[src/design/smev_pkg.sv]
// Shared types and constants for the stack machine evaluator.
// No dependencies; used by every module of the block.
`default_nettype none

package smev_pkg;

  localparam int STACK_DEPTH = 64;
  localparam int VALUE_BITS  = 20;
  localparam int CNT_W       = $clog2(STACK_DEPTH + 1);
  localparam int ANS_W       = VALUE_BITS + 1;

  typedef enum logic [2:0] {
    OP_PUSH = 3'd0,
    OP_POP  = 3'd1,
    OP_DUP  = 3'd2,
    OP_ADD  = 3'd3,
    OP_SUB  = 3'd4
  } op_t;

  // What the whole stack does in one step.
  typedef enum logic [1:0] {
    SH_HOLD,
    SH_PUSH,
    SH_POP,
    SH_MERGE
  } stack_shift_t;

  // What a single cell does in one step.
  typedef enum logic [1:0] {
    CELL_HOLD,
    CELL_DOWN,
    CELL_UP
  } cell_mode_t;

  typedef struct packed {
    logic [2:0]            req_type;
    logic [VALUE_BITS-1:0] push_value;
    logic                  end_of_program;
  } in_item_t;

  typedef struct packed {
    logic signed [ANS_W-1:0] answer;
    logic                    program_done;
    logic                    error_seen;
  } out_item_t;

  typedef struct packed {
    stack_shift_t          shift;
    logic                  err_nxt;
    logic [CNT_W-1:0]      cnt_nxt;
    logic [VALUE_BITS-1:0] new_top;
  } alu_res_t;

endpackage

`default_nettype wire

[src/design/smev_cell.sv]
// One stack entry: holds a value and takes it from either neighbor.
// Depends on smev_pkg.
`default_nettype none

module smev_cell (
  input  wire logic                            clk,
  input  wire smev_pkg::cell_mode_t            mode,
  input  wire logic [smev_pkg::VALUE_BITS-1:0] up_val,
  input  wire logic [smev_pkg::VALUE_BITS-1:0] down_val,
  output logic [smev_pkg::VALUE_BITS-1:0]      val
);

  logic [smev_pkg::VALUE_BITS-1:0] val_r;
  logic [smev_pkg::VALUE_BITS-1:0] val_nxt;

  always_comb begin
    case (mode)
      smev_pkg::CELL_DOWN: val_nxt = up_val;
      smev_pkg::CELL_UP:   val_nxt = down_val;
      default:             val_nxt = val_r;
    endcase
  end

  // entries never written are never read, so no reset
  always_ff @(posedge clk) begin
    val_r <= val_nxt;
  end

  assign val = val_r;

endmodule

`default_nettype wire

[src/design/smev_alu.sv]
// Decodes one operation against the two top cells, count and error flag.
// Depends on smev_pkg.
`default_nettype none

module smev_alu (
  input  wire logic [2:0]                      req_type,
  input  wire logic [smev_pkg::VALUE_BITS-1:0] push_value,
  input  wire logic [smev_pkg::VALUE_BITS-1:0] top,
  input  wire logic [smev_pkg::VALUE_BITS-1:0] next,
  input  wire logic [smev_pkg::CNT_W-1:0]      cnt,
  input  wire logic                            err,
  output smev_pkg::alu_res_t                   res
);

  logic [smev_pkg::VALUE_BITS:0]   sum;
  logic [smev_pkg::VALUE_BITS-1:0] diff;
  logic                            empty;
  logic                            full;
  logic                            short;

  assign sum   = {1'b0, top} + {1'b0, next};
  assign diff  = top - next;
  assign empty = (cnt == '0);
  assign full  = (cnt >= smev_pkg::CNT_W'(smev_pkg::STACK_DEPTH));
  assign short = (cnt < smev_pkg::CNT_W'(2));

  always_comb begin
    res.shift   = smev_pkg::SH_HOLD;
    res.err_nxt = err;
    res.cnt_nxt = cnt;
    res.new_top = top;
    if (!err) begin
      case (smev_pkg::op_t'(req_type))
        smev_pkg::OP_PUSH: begin
          if (full) begin
            res.err_nxt = 1'b1;
          end else begin
            res.shift   = smev_pkg::SH_PUSH;
            res.cnt_nxt = cnt + 1'b1;
            res.new_top = push_value;
          end
        end
        smev_pkg::OP_POP: begin
          if (empty) begin
            res.err_nxt = 1'b1;
          end else begin
            res.shift   = smev_pkg::SH_POP;
            res.cnt_nxt = cnt - 1'b1;
            res.new_top = next;
          end
        end
        smev_pkg::OP_DUP: begin
          if (empty || full) begin
            res.err_nxt = 1'b1;
          end else begin
            res.shift   = smev_pkg::SH_PUSH;
            res.cnt_nxt = cnt + 1'b1;
          end
        end
        smev_pkg::OP_ADD: begin
          if (short || sum[smev_pkg::VALUE_BITS]) begin
            res.err_nxt = 1'b1;
          end else begin
            res.shift   = smev_pkg::SH_MERGE;
            res.cnt_nxt = cnt - 1'b1;
            res.new_top = sum[smev_pkg::VALUE_BITS-1:0];
          end
        end
        smev_pkg::OP_SUB: begin
          if (short || (top < next)) begin
            res.err_nxt = 1'b1;
          end else begin
            res.shift   = smev_pkg::SH_MERGE;
            res.cnt_nxt = cnt - 1'b1;
            res.new_top = diff;
          end
        end
        default: res.err_nxt = 1'b1;
      endcase
    end
  end

endmodule

`default_nettype wire

[src/design/stack_machine_evaluator_core.sv]
// Stack machine evaluator: one operation per transfer, one result per operation,
// registered in the cycle after the transfer. The stack is a row of cells, top in cell 0,
// and every operation shifts every cell of the row together, so a new operation is taken
// every clock while the result register is free or being drained. No clearing pass.
// Depends on smev_pkg, smev_alu, smev_cell.
`default_nettype none

module stack_machine_evaluator_core (
  input  wire logic                clk,
  input  wire logic                rst_n,
  input  wire logic                in_valid,
  output logic                     in_ready,
  input  wire smev_pkg::in_item_t  in_data,
  output logic                     out_valid,
  input  wire logic                out_ready,
  output smev_pkg::out_item_t      out_data
);

  localparam int DEPTH = smev_pkg::STACK_DEPTH;

  logic [smev_pkg::VALUE_BITS-1:0] cell_val [DEPTH];
  smev_pkg::cell_mode_t            cell_mode [DEPTH];

  logic [smev_pkg::CNT_W-1:0] cnt_r;
  logic                       err_r;
  logic                       out_valid_r;
  smev_pkg::out_item_t        out_r;
  smev_pkg::out_item_t        out_nxt;
  smev_pkg::alu_res_t         res;
  logic                       acc;

  assign in_ready  = !out_valid_r || out_ready;
  assign acc       = in_valid && in_ready;
  assign out_valid = out_valid_r;
  assign out_data  = out_r;

  smev_alu u_alu (
    .req_type   (in_data.req_type),
    .push_value (in_data.push_value),
    .top        (cell_val[0]),
    .next       (cell_val[1]),
    .cnt        (cnt_r),
    .err        (err_r),
    .res        (res)
  );

  for (genvar i = 0; i < DEPTH; i++) begin : g_cell
    logic [smev_pkg::VALUE_BITS-1:0] up_val;
    logic [smev_pkg::VALUE_BITS-1:0] down_val;

    if (i == 0) begin : g_head
      assign up_val = res.new_top;
    end else begin : g_body
      assign up_val = cell_val[i-1];
    end
    if (i == DEPTH - 1) begin : g_tail
      assign down_val = cell_val[i];
    end else begin : g_inner
      assign down_val = cell_val[i+1];
    end

    always_comb begin
      cell_mode[i] = smev_pkg::CELL_HOLD;
      if (acc) begin
        case (res.shift)
          smev_pkg::SH_PUSH:  cell_mode[i] = smev_pkg::CELL_DOWN;
          smev_pkg::SH_POP:   cell_mode[i] = smev_pkg::CELL_UP;
          // result lands in the head, the rest moves up one
          smev_pkg::SH_MERGE: cell_mode[i] = (i == 0) ? smev_pkg::CELL_DOWN
                                                      : smev_pkg::CELL_UP;
          default:            cell_mode[i] = smev_pkg::CELL_HOLD;
        endcase
      end
    end

    smev_cell u_cell (
      .clk      (clk),
      .mode     (cell_mode[i]),
      .up_val   (up_val),
      .down_val (down_val),
      .val      (cell_val[i])
    );
  end

  always_comb begin
    out_nxt.error_seen   = res.err_nxt;
    out_nxt.program_done = in_data.end_of_program;
    out_nxt.answer       = '0;
    if (in_data.end_of_program) begin
      if (res.err_nxt || (res.cnt_nxt == '0)) begin
        out_nxt.answer = '1;
      end else begin
        out_nxt.answer = {1'b0, res.new_top};
      end
    end
  end

  always_ff @(posedge clk) begin
    if (!rst_n) begin
      cnt_r       <= '0;
      err_r       <= 1'b0;
      out_valid_r <= 1'b0;
    end else begin
      if (acc) begin
        cnt_r       <= in_data.end_of_program ? '0 : res.cnt_nxt;
        err_r       <= in_data.end_of_program ? 1'b0 : res.err_nxt;
        out_valid_r <= 1'b1;
      end else if (out_ready) begin
        out_valid_r <= 1'b0;
      end
    end
  end

  always_ff @(posedge clk) begin
    if (acc) begin
      out_r <= out_nxt;
    end
  end

endmodule

`default_nettype wire

[config.mk]
export PLATFORM = sky130hd
export DESIGN_NAME = stack_machine_evaluator_core
export DESIGN_NICKNAME = d
export VERILOG_FILES = /design/src/design/smev_pkg.sv /design/src/design/smev_cell.sv /design/src/design/smev_alu.sv /design/src/design/stack_machine_evaluator_core.sv
export SDC_FILE = /design/constraint.sdc
export NUM_CORES = 2
export LEC_CHECK = 0
export BUFFER_PORTS_ARGS = -buffer_cell sky130_fd_sc_hd__buf_2
export CAP_MARGIN = 20
export CORE_MARGIN = 10
export CORE_UTILIZATION = 60
export DETAILED_ROUTE_END_ITERATION = 12
export GPL_TIMING_DRIVEN = 0
export PLACE_DENSITY = 0.76
export SETUP_SLACK_MARGIN = 0.15
export SLEW_MARGIN = 20
export SYNTH_ARGS = -nofsm -noshare
export SYNTH_HDL_FRONTEND = slang
export SYNTH_SLANG_ARGS = --single-unit
[constraint.sdc]
create_clock -name clk -period 52.3 [get_ports clk]
set_clock_uncertainty 0.2 [all_clocks]
set_input_delay 10.46 -clock clk [delete_from_list [all_inputs] [get_ports clk]]
set_output_delay 10.46 -clock clk [all_outputs]
set_load 0.02 [all_outputs]
==> flow_metrics.py <==
metrics = {
    "yosys": {
        "synth_cells": 3315,
        "ys_types": 82,
        "ys_ff_latch": 1312,
        "ys_async_sr_fraction": 0,
        "synth_nets": 3392,
        "synth_area_per_cell_sq_um": 17.42,
        "yosysWarningCount": 0,
        "seq_area_frac_synth": 0.6805,
        "synth_edf_count": 1303,
        "dominantRegCellSynth": "edfxtp_1",
        "netlist_area_sq_um": 57760,
    },
    "clocking": {
        "htree_levels": 4,
        "clk_pin_slew_ps": 50,
        "cts_buffer_depth": 3,
        "postCtsResizedCells": 0,
        "clockRootBuffer": "clkbuf_16",
        "numCtsBuffers": 134,
        "clkSinkCount": 1312,
        "postCtsSetupRepairBufs": 0,
        "clock_latency_ps": 740,
        "cts_hold_buf": 0,
        "tritoncts": "yes",
    },
    "detailed_routing": {
        "final_antenna_net_count": 0,
        "vias": 29468,
        "routed_wl_microns": 113200,
        "avgRoutedWirePerCell_microns": 23.21,
        "drc": 0,
        "drt-initial-drc-count": 3013,
        "firstDrtPassIters": 8,
        "avgViaCountPerCell": 6.039,
    },
    "floorplan": {
        "die_w_microns": 330.3,
        "rows": 113,
        "die_h_microns": 330.3,
        "ioPinCount": 53,
        "start_util": 0.6061,
        "design.core.area_sq_um": 95290,
        "die-area_sq_um": 109100,
    },
    "sta": {
        "tightest_slew_ps": 1080,
        "rsz0062_at_grt": "no",
        "setup_viol": 0,
        "fin_setup_tns_ps": 0,
        "slew_headroom": 0.2708,
        "whs_ps": 253.5,
        "period_share": 0.4120,
        "hold_viol_final": 0,
        "period_minus_slack_ps": 21550,
        "finalMaxSlewViolations": 0,
        "fmax_mhz": 46.41,
    },
    "power_and_ir_drop": {
        "cellPowerDensity_nw_per_um2": 33.07,
        "p_total_mw": 2.120,
        "power_frac_seq": 0.552,
        "p_switching_uw": 427.4,
        "power.internal_mw": 1.692,
        "switching_share": 0.2017,
        "pwr-share-comb": 0.021,
        "clkPwrFrac": 0.427,
        "vdd_drop_max_v": 0.00003399,
        "cellLeakagePower_nw": 20.46,
    },
    "worst_setup_path": {
        "arrival_ps": 10890,
        "rr_worst_depth": 20,
        "ff2ff_setup_slack_ps": 44290,
        "critPathRequiredTime_ps": 41640,
        "startpoint_type": "input port",
        "worstSetupEndpointType": "output pin",
        "critPathKind": "in2out",
        "crit_fanout": 3,
    },
    "worst_hold_path": {
        "hp-class": "reg2reg",
        "min_path_cells": 0,
    },
    "layout": {
        "diodes": 0,
        "fillCellCount": 6458,
        "area_growth_pct": 10.96,
        "final_cell_mix": "edfxtp_1, mux2_2, clkbuf_1",
        "layout.nets": 3591,
        "stdcell_count": 4880,
        "fin_area_sq_um": 64090,
        "drive_gt1_frac": 0.4191,
        "register_area_sq_um": 39310,
        "multi_input_area_sq_um": 17550,
        "final_common_cell": "edfxtp_1",
    },
    "global_routing": {
        "gr-total-overflow": 0,
        "grt_util_all_layers": 0.2057,
        "grt_pass1_vias": 29945,
        "grt_max_degree": 116,
        "antenna_found_initial": 0,
        "grt_first_pass_wirelength_microns": 176300,
    },
    "placement": {
        "place.detailed.hpwl_microns": 78720,
        "place_congestion": 0.8905,
        "placed_cell_area_sq_um": 59940,
        "numPortBuffers": 51,
        "dp.cells": 4643,
    },
    "status": {
        "status": "complete, no violations",
    },
    "job": {
        "drv_cap": 0,
    },
}
## kinds of logic after synthesis
| family | Yosys count | synth area share |
|---|---|---|
| flip-flops | 1312 | 0.6805 |
| AND/OR/NAND/NOR | 204 | 0.01696 |
| AO/OA/AOI/OAI | 288 | 0.03568 |
| XOR/XNOR | 4 | 0.0006066 |
| buffers and inverters | 229 | 0.01579 |
| multiplexers | 1229 | 0.2396 |
| adder cells (fa/ha/maj) | 49 | 0.01087 |
## path summary, 6_finish.rpt
kind,to,start
setup / recovery,in_ready,out_ready
hold / removal,g_cell[63].u_cell.val[11],g_cell[62].u_cell.val[11]
setup reg to reg,g_cell[36].u_cell.val[9],g_cell[1].u_cell.val[0]
hold reg to reg,g_cell[63].u_cell.val[11],g_cell[62].u_cell.val[11]
## Yosys cell counts (5+ instances only)
cell type | instances | area (sq um)
edfxtp_1 | 1303 | 39130
mux2_2 | 1227 | 13820
clkbuf_1 | 149 | 559.3
nand2_1 | 72 | 270.3
nor2_1 | 58 | 217.7
a21oi_1 | 54 | 270.3
o21ai_0 | 54 | 270.3
ha_1 | 47 | 588.1
inv_1 | 45 | 168.9
a221o_1 | 22 | 220.2
a31oi_1 | 20 | 125.1
buf_2 | 17 | 85.08
o21a_1 | 16 | 120.1
o221ai_1 | 13 | 113.9
buf_1 | 11 | 41.29
nor3_1 | 11 | 55.05
nand2b_1 | 10 | 62.56
a21o_1 | 9 | 67.56
dfxtp_1 | 9 | 180.2
nor2b_1 | 9 | 56.30
a221oi_1 | 8 | 70.07
or2_2 | 8 | 50.05
a211o_1 | 7 | 61.31
nand3_1 | 7 | 35.03
a211oi_1 | 5 | 37.54
a222oi_1 | 5 | 50.05
a22oi_1 | 5 | 37.54
o211ai_1 | 5 | 37.54
o21bai_1 | 5 | 37.54
or3_1 | 5 | 31.28
## per-layer routing
layer,up-vias,part of all wire,track usage
li1,13493,-,-
met1,15104,0.45,0.2853
met2,729,0.49,0.3346
met3,142,0.045,0.03492
met4,0,0.020,0.05793
met5,-,0,0
## area by class of cell
cell class	instances	share of cell area
Inverter	46	0.002811
Multi-Input combinational cell	1774	0.2738
Timing Repair Buffer	63	0.009136
Buffer	183	0.01156
Clock buffer	169	0.05536
Sequential cell	1312	0.6133
Clock inverter	68	0.009351
Tap cell	1265	0.02470
## power groups by stage
| stage | sequential, mW | clock [mW] | combinational [mW] |
|---|---|---|---|
| CTS | 1.17 | 0.927 | 0.0455 |
| detailed placement | 1.19 | 0 | 0.0452 |
| finish | 1.17 | 0.905 | 0.0455 |
| global placement | 1.22 | 0 | 0.0422 |
| floorplan | 1.21 | 0 | 0.0299 |
| global route | 1.17 | 0.969 | 0.0494 |
## metrics by stage
step	utilization	setup slack [ps]
detailed placement	0.6290	30750
global route	0.6726	30710
floorplan	-	14100
global placement	0.6254	5146
finish	0.6726	30750
CTS	0.6725	30750
## sequential cells by signal (all words and copies together) (netlist names)
signal and count:
err_r 1, out_data 23, g_cell.u_cell.val 1280, out_valid 1, cnt_r 7
## critical path: stages
cell      delay (ps)
buf_2             90
nand2b_1         160
buf_2            170
Note: power is estimated with default switching activity, not from simulation.
